--- config.mk ---
export PLATFORM = sky130hd
export DESIGN_NAME = ipc_sat_add
export DESIGN_NICKNAME = d
export VERILOG_FILES = /design/src/sv/ipc_pkg.sv /design/src/sv/ipc_sat_add.sv
export SDC_FILE = /design/constraint.sdc
export NUM_CORES = 1
export LEC_CHECK = 0
export ABC_AREA = 1
export BUFFER_PORTS_ARGS = -buffer_cell sky130_fd_sc_hd__buf_2
export CAP_MARGIN = 20
export CORE_ASPECT_RATIO = 1.1
export CORE_UTILIZATION = 48
export DETAILED_ROUTE_END_ITERATION = 7
export GPL_TIMING_DRIVEN = 0
export PLACE_DENSITY = 0.8
export SLEW_MARGIN = 20
export SYNTH_ARGS = -nofsm -noshare
export SYNTH_HDL_FRONTEND = slang
export SYNTH_SLANG_ARGS = --single-unit
--- constraint.sdc ---
create_clock -name vclk -period 6.4
set_input_delay 0.32 -clock vclk [all_inputs]
set_output_delay 0.32 -clock vclk [all_outputs]
set_load 0.05 [all_outputs]
--- src/sv/ipc_pkg.sv ---
// Shared constants, payload types and table address helper for the partition counter.
package ipc_pkg;

    // Largest total kept in the table and width of one count
    localparam int MAX_N   = 256;
    localparam int COUNT_W = 64;

    // Triangular table: one entry per (n,m) with 1 <= m <= n <= MAX_N
    localparam int TSIZE  = (MAX_N * (MAX_N + 1)) / 2;
    localparam int ADDR_W = $clog2(TSIZE);
    localparam int ROW_W  = $clog2(MAX_N + 1);

    // Width of the request fields
    localparam int FIELD_W = 9;

    typedef struct packed {
        logic [FIELD_W-1:0] total;
        logic [FIELD_W-1:0] max_part;
    } ipc_req_t;

    typedef struct packed {
        logic [COUNT_W-1:0] ways;
        logic               saturated;
    } ipc_rsp_t;

    // One table entry: count and its saturation mark
    typedef struct packed {
        logic [COUNT_W-1:0] count;
        logic               mark;
    } ipc_entry_t;

    localparam int ENTRY_W = $bits(ipc_entry_t);

    // Address of entry (n,m): n*(n-1)/2 + m - 1
    function automatic logic [ADDR_W-1:0] cell_addr(input logic [ROW_W-1:0] n,
                                                    input logic [ROW_W-1:0] m);
        logic [2*ROW_W-1:0] prod;
        prod = (2*ROW_W)'(n) * (2*ROW_W)'(n - ROW_W'(1));
        return ADDR_W'(prod >> 1) + ADDR_W'(m) - ADDR_W'(1);
    endfunction

endpackage

--- src/sv/ipc_sat_add.sv ---
// Saturating adder for table counts with saturation marks.
module ipc_sat_add
    import ipc_pkg::*;
(
    input  ipc_entry_t a,
    input  ipc_entry_t b,
    output ipc_entry_t sum
);

    logic [COUNT_W:0] raw;
    logic             clip;

    // Clip on a marked operand, a carry out, or a sum that reaches all ones
    always_comb
    begin
        raw  = {1'b0, a.count} + {1'b0, b.count};
        clip = a.mark || b.mark || raw[COUNT_W] || (&raw[COUNT_W-1:0]);
        if (clip)
        begin
            sum.count = '1;
            sum.mark  = 1'b1;
        end
        else
        begin
            sum.count = raw[COUNT_W-1:0];
            sum.mark  = 1'b0;
        end
    end

endmodule

Yosys cells after proc, flatten, opt, wreduce, memory -nomap -nowiden
Index checks and enable logic that the tools add are counted.
{ "op_classes": {"add_sub_neg": 1, "mux": 1, "n_reduce_logical": 4} }
{ "op_table": {"columns": ["cell", "n"], "rows": [
  ["$add 64x64->65", 1],
  ["$mux 65", 1],
  ["$reduce_and 64->1", 1],
  ["$logic_or 1x1->1", 3]
]} }
{ "word_totals": {"register_bits": 0} }

Depth between registers and ports, before layout
{ "logic_depth": {"depth_word": 4, "depth_mapped": 23} }

Worst setup path after synthesis
Ideal clock, no wire load.
{ "synth_timing": {"kind": "input to output", "startpoint": "input port a[1] in the netlist's numbering", "endpoint": "output port sum[55] in the netlist's numbering", "t_arrival_ns": 2.709, "t_required_ns": 6.080, "path_slack_ns": 3.371, "path_stages": 20, "cell_sequence": "ha_1 > inv_1 > fa_1 > nand3b_1 > nand2_1 > nand2_1 > nand2_1 > nand2_1 > nand3_1 > nand3_1 > nand2_1 > nand2_1 > nand2_1 > nand2_1 > nor2_1 > nand2_1 > nor2_1 > nand3_2 > clkbuf_1 > nand3_1"} }
{ "synth_lines": {"columns": ["element", "line_no", "source"], "rows": [
  ["start: declaration", "ipc_sat_add.sv:5", "input ipc_entry_t a,"],
  ["end: declaration", "ipc_sat_add.sv:7", "output ipc_entry_t sum"]
]} }

==> results.yml <==
pwr:
  powerDensity_nw_per_um2: 97.92
  p_leak_nw: 5.542
  fin_total_pwr_mw: 0.8156
  ir_drop_v: 0.00004405
sta:
  hold_violations: 0
  maxSlewHeadroom: 0.5978
  tightestPinTransition_ns: 0.6033
  fmax_mhz: 249.2
  maxSlewViolCount: 0
  tns_ns: 0
  rsz0062_at_grt: "false"
  setup_ws_ns: 2.387
  finalSetupViolations: 0
  finalCritPeriodShare: 0.6270
  period_minus_slack_ns: 4.013
  holdWs_ns: 1.197
global_route:
  grt_overflow_total: 0
  antenna_found_initial: 0
  grt_pass1_vias: 7975
  grt_max_degree: 11
  grt_usage: 0.3247
  grt_pass1_wl_um: 38820
clocking:
  post_cts_buffers: 0
  hold_buffers: 0
  cts_resized: 0
worst_setup_path:
  crit_arrival_ns: 3.69
  worstPathMaxFanout: 10
  endpoint_kind: "primary output"
  cp_data_required_time_ns: 6.08
  start_kind: "input pin"
  critPathLaunch: "a[37]"
  path_class: "input pin to primary output"
layout:
  nets: 1917
  area.sequential_sq_um: 0
  fillers: 1639
  diodes: 0
  multiInputGateArea_sq_um: 5482
  design.seq.count: 0
  nClkBuffers: 0
  syn_to_final_growth_pct: 17.10
  finalNonFillerCells: 1912
  final_layout_size_suffix_gt1_frac: 0.1680
route:
  wl_per_cell_um: 13.57
  ant_nets: 0
  drt_iter0_drc: 495
  drc_errors: 0
  finalWirelength_um: 25950
  vias: 9161
  first_pass_iters: 5
  via_per_inst: 4.791
yosys:
  synth_seq_area_share: 0
  syn_nets: 1720
  yosysUniqueCellTypes: 33
  synth_warnings: 0
  syn_inst: 1525
  syn_avg_cell_area_sq_um: 4.664
  synth_area_sq_um: 7113
placed_design:
  gp_congestion: 0.9788
  numPortBuffers: 195
  place_ws_ns: 2.478
  placedCellCount: 1912
  dp_hpwl_um: 23580
floorplan:
  coreArea_sq_um: 14450
  io_pins: 195
  start_util: 0.4924
  die_w_um: 118.1
  dieHeight_um: 129.7
  num_rows: 46
  die_area_sq_um: 15310
hold_path:
  hp-class: "input pin to primary output"
  min_from: "b[1]"
flow_run:
  drv_cap: 0
run_status:
  status: "completed"
-- critical path, stage by stage --
cell	delay (ns)
buf_2	0.10
ha_1	0.38
nand2_1	0.15
nor2_1	0.18
nand2_1	0.16
nor2_1	0.41
nand3_1	0.29
nand3_1	0.16
nand2_1	0.06
nand2_1	0.10
nand2_1	0.06
nor2_1	0.32
nand2_1	0.09
nor2_1	0.12
nand3_2	0.10
buf_6	0.17
buf_6	0.16
nand3_2	0.08
buf_2	0.26
-- path summary, 6_finish.rpt --
path	slack (ns)	depth (start not counted)	endpoint
worst min-delay path	1.20	5	sum[1]
worst max-delay path	2.39	19	sum[29]
-- cells in the mapped netlist (all sizes together) (2+ instances only) --
cell type / number / area share
ha: 64 / 0.11
inv: 403 / 0.21
a21oi: 38 / 0.027
nand3b: 6 / 0.0063
o21bai: 2 / 0.0021
xor2: 12 / 0.015
clkbuf: 2 / 0.0011
nor2: 126 / 0.072
buf: 13 / 0.015
nand3: 130 / 0.13
nor3: 16 / 0.014
nand4: 12 / 0.011
nor4: 2 / 0.0018
o21ai: 7 / 0.0049
nand2: 676 / 0.36
clkinv: 2 / 0.0011
and3: 2 / 0.0018
xnor2: 7 / 0.0086
-- through the flow --
stage                     utilization  instance area (sq um)
after floorplan                     -                   7113
after global placement         0.5766                   8329
after detailed placement       0.5766                   8329
after CTS                      0.5766                   8329
after global routing           0.5766                   8329
final                          0.5766                   8329
-- report_power, final --
group          internal [mW]  switching (mW)  total [mW]
registers                  0               0           0
logic                  0.249           0.567       0.816
clock network              0               0           0
total                  0.249           0.567       0.816
-- layout by cell type, fill, tap and decap left out, drive strengths merged --
cell,n
a211o,1
a21oi,38
a311oi,1
and2,1
and3,2
buf,208
clkbuf,2
clkinv,2
fa,1
ha,64
inv,403
nand2,676
nand3,130
nand3b,6
nand4,12
nor2,126
nor3,16
nor4,2
o21ai,7
o21bai,2
or2,1
xnor2,7
xor2,12
-- cell type report --
type / count / share of cell area
Buffer: 15 / 0.01337
Timing Repair Buffer: 195 / 0.1172
Multi-Input combinational cell: 1105 / 0.6581
Inverter: 405 / 0.1825
Tap cell: 192 / 0.02884
-- routing by layer --
layer  GRT usage  share of wire  vias up  routed length (um)
li1            -              -     4887                   -
met1      0.3745           0.42     3967               10850
met2      0.6087           0.48      249               12550
met3     0.01452          0.043       58                1111
met4      0.1727          0.055        0                1430
met5           0              0        -                   0
-- cells by family (layout without fill, tap and decap cells) --
kind of cell	Yosys count	in the layout	share of synthesized area
compound gates	49	49	0.03623
xor+xnor	19	19	0.02339
fa+ha+maj	65	65	0.1154
buf+inv	420	615	0.2294
simple gates	972	972	0.5956
Power figures use the tool's default switching activity.
