==> config.mk <==
export PLATFORM = sky130hd
export DESIGN_NAME = ipc_ram
export DESIGN_NICKNAME = d
export VERILOG_FILES = /design/src/sv/ipc_ram.sv
export SDC_FILE = /design/constraint.sdc
export NUM_CORES = 1
export LEC_CHECK = 0
export BUFFER_PORTS_ARGS = -buffer_cell sky130_fd_sc_hd__buf_2
export CAP_MARGIN = 20
export CORE_MARGIN = 5
export CORE_UTILIZATION = 60
export CTS_CLUSTER_SIZE = 12
export DETAILED_ROUTE_END_ITERATION = 10
export GPL_TIMING_DRIVEN = 1
export PLACE_DENSITY_LB_ADDON = 0.2
export SETUP_SLACK_MARGIN = 0.1
export SKIP_LAST_GASP = 1
export SYNTH_ARGS = -nofsm -noshare
export SYNTH_HDL_FRONTEND = slang
export SYNTH_SLANG_ARGS = --single-unit
==> constraint.sdc <==
create_clock -name clk -period 1.9 [get_ports clk]
set_clock_uncertainty 0.05 [all_clocks]
set_input_delay 0 -clock clk [delete_from_list [all_inputs] [get_ports clk]]
set_output_delay 0 -clock clk [all_outputs]
set_load 0.01 [all_outputs]
==> src/sv/ipc_ram.sv <==
// Generic single-port-write, single-port-read RAM with registered read data.
module ipc_ram #(
    parameter int WIDTH = 8,
    parameter int DEPTH = 16
) (
    input  logic                     clk,
    input  logic                     we,
    input  logic [$clog2(DEPTH)-1:0] waddr,
    input  logic [WIDTH-1:0]         wdata,
    input  logic [$clog2(DEPTH)-1:0] raddr,
    output logic [WIDTH-1:0]         rdata
);

    logic [WIDTH-1:0] mem [DEPTH];

    // Write one entry, register one read
    always_ff @(posedge clk)
    begin
        if (we)
        begin
            mem[waddr] <= wdata;
        end
        rdata <= mem[raddr];
    end

endmodule

==> Yosys cells after proc, flatten, opt, wreduce, memory -nomap -nowiden <==
Memories as Yosys holds them, arrays and structs flattened. A register that Yosys moved wholly into a read port is not among the register bits.
Index checks and enable logic that the tools add are counted.
{ "totals": {"reg_bits": 0, "mem_bits_rw": 128, "input_bits": 18, "elab_cells": 3, "mem_count": 1} }
{ "op_classes": {"muxes": 2} }
{ "mem_list": {"columns": ["name", "depth", "word_bits", "read_ports", "rd_clocked_by_memory_dff", "wr", "line_no", "text"], "rows": [
  ["mem", 16, 8, 1, 1, 1, "14", "logic [WIDTH-1:0] mem [DEPTH];"]
]} }
{ "ops": {"columns": ["op", "n"], "rows": [
  ["$mux W1", 2]
]} }

==> Depth between registers and ports, before layout <==
Gate-level depths: netlist (run 1).
{ "depth": {"ltp_word": 2, "ltp_mapped": 5, "mapped_depth_nobuf": 3} }

==> Worst setup path before layout (run 1) <==
Ideal clock, no wire load.
{ "synth_timing": {"path_type": "in2reg", "startpoint": "in waddr[2]", "endpoint": "mem mem[0][0] (enable)", "setup_ps": 383, "arrival_ps": 1110, "path_slack_ps": 357, "cell_stages": 2, "path_cell_list": "or3b_2 -> nor3_1"} }
{ "synth_lines": {"columns": ["item", "line_no", "text"], "rows": [
  ["from (decl)", "8", "input logic [$clog2(DEPTH)-1:0] waddr,"],
  ["to (decl)", "14", null]
]} }
No word-level cell before the write port.

==> results of run 1 <==
==> cell families (layout without fill, tap and decap cells) <==
kind of cell | count (synthesis) | in the layout | share of synthesized area [%]
AO/OA/AOI/OAI | 16 | 16 | 2.334
buffers and inverters | 10 | 86 | 1.677
flip-flops | 136 | 136 | 77.78
multiplexers | 32 | 32 | 15.02
AND/OR/NAND/NOR | 35 | 35 | 3.184
==> power groups by stage <==
stage               Combinational (W)  Sequential, W  Clock, W
floorplan                    0.000170        0.00344         0
global placement             0.000308        0.00343         0
detailed placement           0.000317        0.00344         0
CTS                          0.000336        0.00338   0.00360
global route                 0.000362        0.00338   0.00376
finish                       0.000332        0.00337   0.00356
==> final cells by class <==
| type | count | area, um2 |
|---|---|---|
| Clock buffer | 19 | 421.7 |
| Clock inverter | 13 | 227.7 |
| Fill cell | 472 | 2067 |
| Multi-Input combinational cell | 83 | 1057 |
| Sequential cell | 136 | 4004 |
| Tap cell | 105 | 131.4 |
| Timing Repair Buffer | 54 | 390.4 |
==> path summary, 6_finish.rpt <==
kind	start	endpoint	slack, ps
min reg2reg	mem[12][1]$_DFFE_PP_	rdata[1]$_DFF_P_	630
min	waddr[1]	mem[4][0]$_DFFE_PP_	20
max	mem[0][3]$_DFFE_PP_	rdata[3]$_DFF_P_	460
max reg2reg	mem[0][3]$_DFFE_PP_	rdata[3]$_DFF_P_	460
==> routing by layer <==
metal  global-route usage (%)  up-vias  part of all wire, %
li1                         -     1098                    -
met1                    29.43     1236                   41
met2                    33.42      111                   50
met3                    6.698        7                  8.1
met4                    6.155        0                 0.88
met5                        0        -                    0
==> metrics by stage <==
step / power, W / cell area [um2]
after floorplan: 0.003610 / 5147
after global placement: 0.003742 / 5493
after detailed placement: 0.003754 / 5493
after CTS: 0.007311 / 6232
after global routing: 0.007501 / 6232
final: 0.007266 / 6232
==> critical path, delay by kind of cell, from the launching register on <==
kind	cells	cell delay (ps)
muxes	1	500
DFF	1	360
AOI/OAI and AO/OA	1	320
and+or+nand+nor	1	90
==> state kept, by name, indices dropped and copies added (netlist names) <==
| register | flops |
|---|---|
| mem | 128 |
| rdata | 8 |
==> cells in the mapped netlist, types with 2 or more instances <==
library cell / n
nor3_1: 4
mux4_1: 14
nand3b_1: 2
nand2_1: 9
nor2_1: 13
mux4_2: 18
edfxtp_1: 128
dfxtp_1: 8
buf_6: 3
buf_2: 3
nand2b_1: 2
a22oi_1: 16
clkdlybuf4s25_2: 3
==> impl_metrics.csv, run 1 <==
group,metric,value,unit
worst_setup_path,critPathKind,"reg2reg",
drt,drt_pre_antenna_iters,4,
worst_setup_path,worstPathRequired,2240,ps
clocking,clk_pin_slew,60,ps
placed_design,dp_slack,333.1,ps
clocking,postCtsSetupRepairBufs,0,
logic_synthesis,synth_top_area_share,74.67,%
layout,layout.cells.non_filler,410,
layout,final_cell_mix,"edfxtp_1 (128), buf_2 (25), mux4_2 (18), buf_4 (18)",
sta,fin_hold_ws,18.56,ps
logic_synthesis,yosysUniqueCellTypes,19,
power,seqPwrFrac,46.4,%
grt,gr-usage-all-layers,21.33,%
grt,grt_pass1_vias,2679,
floorplanning,start_util,62.02,%
run,cap_violations,0,
clocking,clk_latency,500,ps
min_path,hold_path.class,"in2reg",
worst_setup_path,arrival,1780,ps
grt,antenna_found_initial,0,
sta,finalCriticalPeriod,1441,ps
floorplanning,fp.dieH,102.6,um
sta,report.final.slew_viol_count,0,
drt,wirelength,9.881,mm
layout,syn_to_final_growth,21.07,%
floorplanning,dieArea,10530,um2
clocking,cts.sinks,136,
sta,rsz0062_at_grt,"false",
clocking,numCtsBuffers,17,
worst_setup_path,critPathCaptureType,"register",
logic_synthesis,yosys-top-cells-area,"edfxtp_1 (75%), mux4_2 (7.9%), mux4_1 (7.1%)",
grt,grt_overflow_total,0,
worst_setup_path,start_kind,"register",
worst_setup_path,crit_chain,"mux4_1, a22oi_1, nand2_1",
power,powerDensity,1166,nW/um2
floorplanning,fp.coreArea,8299,um2
worst_setup_path,rr_worst_depth,3,
run_status,outcome,"complete, no violations",
layout,layout.nets,310,
layout,drive_above_1_share,30.49,%
placed_design,place.port_buffers,25,
min_path,hold-path-cell-count,3,
clocking,cts_root_buf,"clkbuf_8",
sta,hold_viol,0,
power,p_switching,0.001370,W
drt,vias,2452,
logic_synthesis,syn_avg_cell_area,22.48,um2
placed_design,place_inst,369,
power,swShare,18.85,%
worst_setup_path,cp_slowest_cell,"mux4_1",
grt,grt_max_degree,33,
power,power_frac_clock,49.0,%
clocking,cts_tree,"built",
clocking,cts-resized-gates,0,
worst_setup_path,crit_fanout,1,
placed_design,place.gp.congestion,0.7122,
layout,antenna_cells,0,
clocking,h-tree-depth,4,
logic_synthesis,ys_ff_latch,136,
drt,drt-initial-drc-count,211,
logic_synthesis,netlist_area,5147,um2
logic_synthesis,post-synth-top-area-cell,"edfxtp_1",
power,intPower,0.005897,W
sta,fmax,693.9,MHz
placed_design,hpwl,5.956,mm
logic_synthesis,synth-edff-count,128,
drt,drcViolationCount,0,
logic_synthesis,ys.warnings.count,0,
clocking,cts_max_path_buffers,2,
power,vdd_drop_max,0.0007320,V
clocking,postCtsHoldBufs,9,
drt,wl_per_cell,24.10,um
logic_synthesis,ys_seq_area_share,77.78,%
floorplanning,row_count,33,
logic_synthesis,ys.flop_type,"edfxtp_1",
power,p_comb_share,4.6,%
layout,layout_commonest_cell,"edfxtp_1",
sta,period_share,75.85,%
drt,via_per_inst,5.980,
layout,fin_util,75.09,%
sta,tightestPinTransition,416.0,ps
drt,final_antenna_net_count,0,
sta,finalSetupViolCount,0,
floorplanning,die_x,102.6,um
logic_synthesis,synth-async-reset-ratio,0,%
worst_setup_path,cp_slowest_stage_delay,500,ps
sta,layout_setup_ws,458.9,ps
grt,grt_pass1_wl,15.48,mm
logic_synthesis,synth_nets,247,
logic_synthesis,synthCells,229,
sta,slew_headroom,72.27,%
floorplanning,pin_count,26,
power,leakage,2.161,nW
sta,finalSetupTns,0,ps
No activity file was read; power rests on OpenSTA's default activity.
==> run 2, diff against run 1 <==
CORE_UTILIZATION = 54   (was 60)
clock period = 1.3 ns   (was 1.9 ns; I/O delays follow)
==> impl_metrics.csv, run 2 (synthesis results as in run 1) <==
group,metric,value,unit
floorplanning,row_count,35,
worst_setup_path,cp_slowest_stage_delay,500,ps
clocking,clk_pin_slew,60,ps
floorplanning,fp.dieH,107.6,um
worst_setup_path,arrival,1720,ps
sta,finalCriticalPeriod,1372,ps
worst_setup_path,crit_chain,"mux4_2, a22oi_2, nand2_1",
worst_setup_path,start_kind,"register",
drt,drt-initial-drc-count,179,
drt,via_per_inst,5.638,
clocking,cts_max_path_buffers,2,
worst_setup_path,worstPathRequired,1650,ps
clocking,h-tree-depth,4,
worst_setup_path,cp_slowest_cell,"mux4_2",
placed_design,place_inst,407,
run_status,outcome,"finished, violations left",
grt,grt_pass1_vias,2719,
sta,finalSetupTns,-187.5,ps
worst_setup_path,critPathCaptureType,"register",
layout,layout.cells.non_filler,448,
layout,final_cell_area,6359,um2
drt,drt_pre_antenna_iters,4,
placed_design,dp_slack,-199.9,ps
worst_setup_path,cp_top_family,"multiplexers",
layout,regMostFlops,"mem",
worst_setup_path,critPathKind,"reg2reg",
clocking,cts.sinks,136,
sta,slew_headroom,42.19,%
grt,antenna_found_initial,1,
grt,grt_pass1_wl,15.99,mm
clocking,cts_root_buf,"clkbuf_8",
run_status,failed_checks,"setup timing",
placed_design,place.port_buffers,25,
clocking,cts_tree,"built",
power,leakage,2.172,nW
sta,hold_viol,0,
layout,syn_to_final_growth,23.53,%
drt,wl_per_cell,23.09,um
min_path,hold_path.class,"in2reg",
floorplanning,fp.coreArea,9284,um2
sta,rsz0062_at_grt,"true",
layout,regArea,4004,um2
placed_design,place.gp.congestion,0.7770,
layout,drive_above_1_share,39.62,%
worst_setup_path,crit_fanout,1,
sta,report.final.slew_viol_count,0,
layout,multiInputGateArea,1065,um2
grt,grt_overflow_total,0,
floorplanning,die_x,107.6,um
sta,tightestPinTransition,865.3,ps
grt,grt_max_degree,19,
grt,gr-usage-all-layers,19.76,%
clocking,numCtsBuffers,17,
drt,vias,2526,
floorplanning,dieArea,11590,um2
sta,finalSetupViolCount,6,
floorplanning,start_util,55.44,%
drt,wirelength,10.34,mm
layout,final_cell_mix,"edfxtp_1 (128), buf_4 (30), mux4_2 (28)",
layout,reg_top3,"mem x128, rdata x8",
layout,layout_commonest_cell,"edfxtp_1",
clocking,clk_latency,510,ps
placed_design,hpwl,6.624,mm
run,cap_violations,0,
sta,period_share,105.5,%
floorplanning,pin_count,26,
layout,largest_reg_flops,128,
worst_setup_path,crit_buf_inv,0,
drt,final_antenna_net_count,0,
layout,layout.nets,325,
layout,n_fill_cell,616,
placed_design,placed_area,5630,um2
sta,layout_setup_ws,-72.10,ps
power,powerDensity,1614,nW/um2
drt,drcViolationCount,0,
layout,fin_util,68.49,%
power,vdd_drop_max,0.001055,V
sta,fmax,728.8,MHz
run 2: worst paths after layout:
path / startpoint / to / slack, ps / cells after the start
max: mem[0][7]$_DFFE_PP_ / rdata[7]$_DFF_P_ / -70 / 3
min: raddr[3] / rdata[5]$_DFF_P_ / 60 / 4
max reg2reg: mem[0][7]$_DFFE_PP_ / rdata[7]$_DFF_P_ / -70 / 3
min reg2reg: mem[14][1]$_DFFE_PP_ / rdata[1]$_DFF_P_ / 630 / 3
run 2: per-layer routing:
layer  GRT usage, %  share of wire [%]
met1          27.95                 42
met2          30.64                 50
met3          5.639                7.2
met4          5.140                1.2
met5              0                  0
run 2: worst register-to-register path, delay by kind of cell, from the launching register on:
kind             cells  cell delay [ps]
AND/OR/NAND/NOR      1               90
AO/OA/AOI/OAI        1              230
flip-flops           1              380
multiplexers         1              500
run 2: report_power, final:
part,total (W),internal [W],switching [W]
logic,0.000542,0.000253,0.000289
clock network,0.00479,0.00308,0.00171
registers,0.00493,0.00490,0.0000288
run 2: final cells by class:
| cell class | instances | area share (%) |
|---|---|---|
| antenna | 1 | 0.03935 |
| clock buffer | 17 | 6.513 |
| clock inverter | 13 | 2.853 |
| multi-input combinational | 83 | 16.75 |
| sequential | 136 | 62.97 |
| tap | 129 | 2.538 |
| timing repair buffer | 69 | 8.343 |
run 2: repair_timing:
action / in CTS / in global routing
pin swaps: 2 / 0
hold buffers: 10 / 0
resized for setup: 6 / 0
hold endpoints to repair: 144 / 0
buffers inserted: 0 / 0
endpoints found under the setup margin: 8 / 8
run 2: stage by stage:
stage	hold slack [ps]	total power, W
finish	58.20	0.01026
global route	67.38	0.01059
CTS	44.73	0.01033
detailed placement	346.4	0.005533
global placement	343.1	0.005518
floorplan	48.87	0.005285
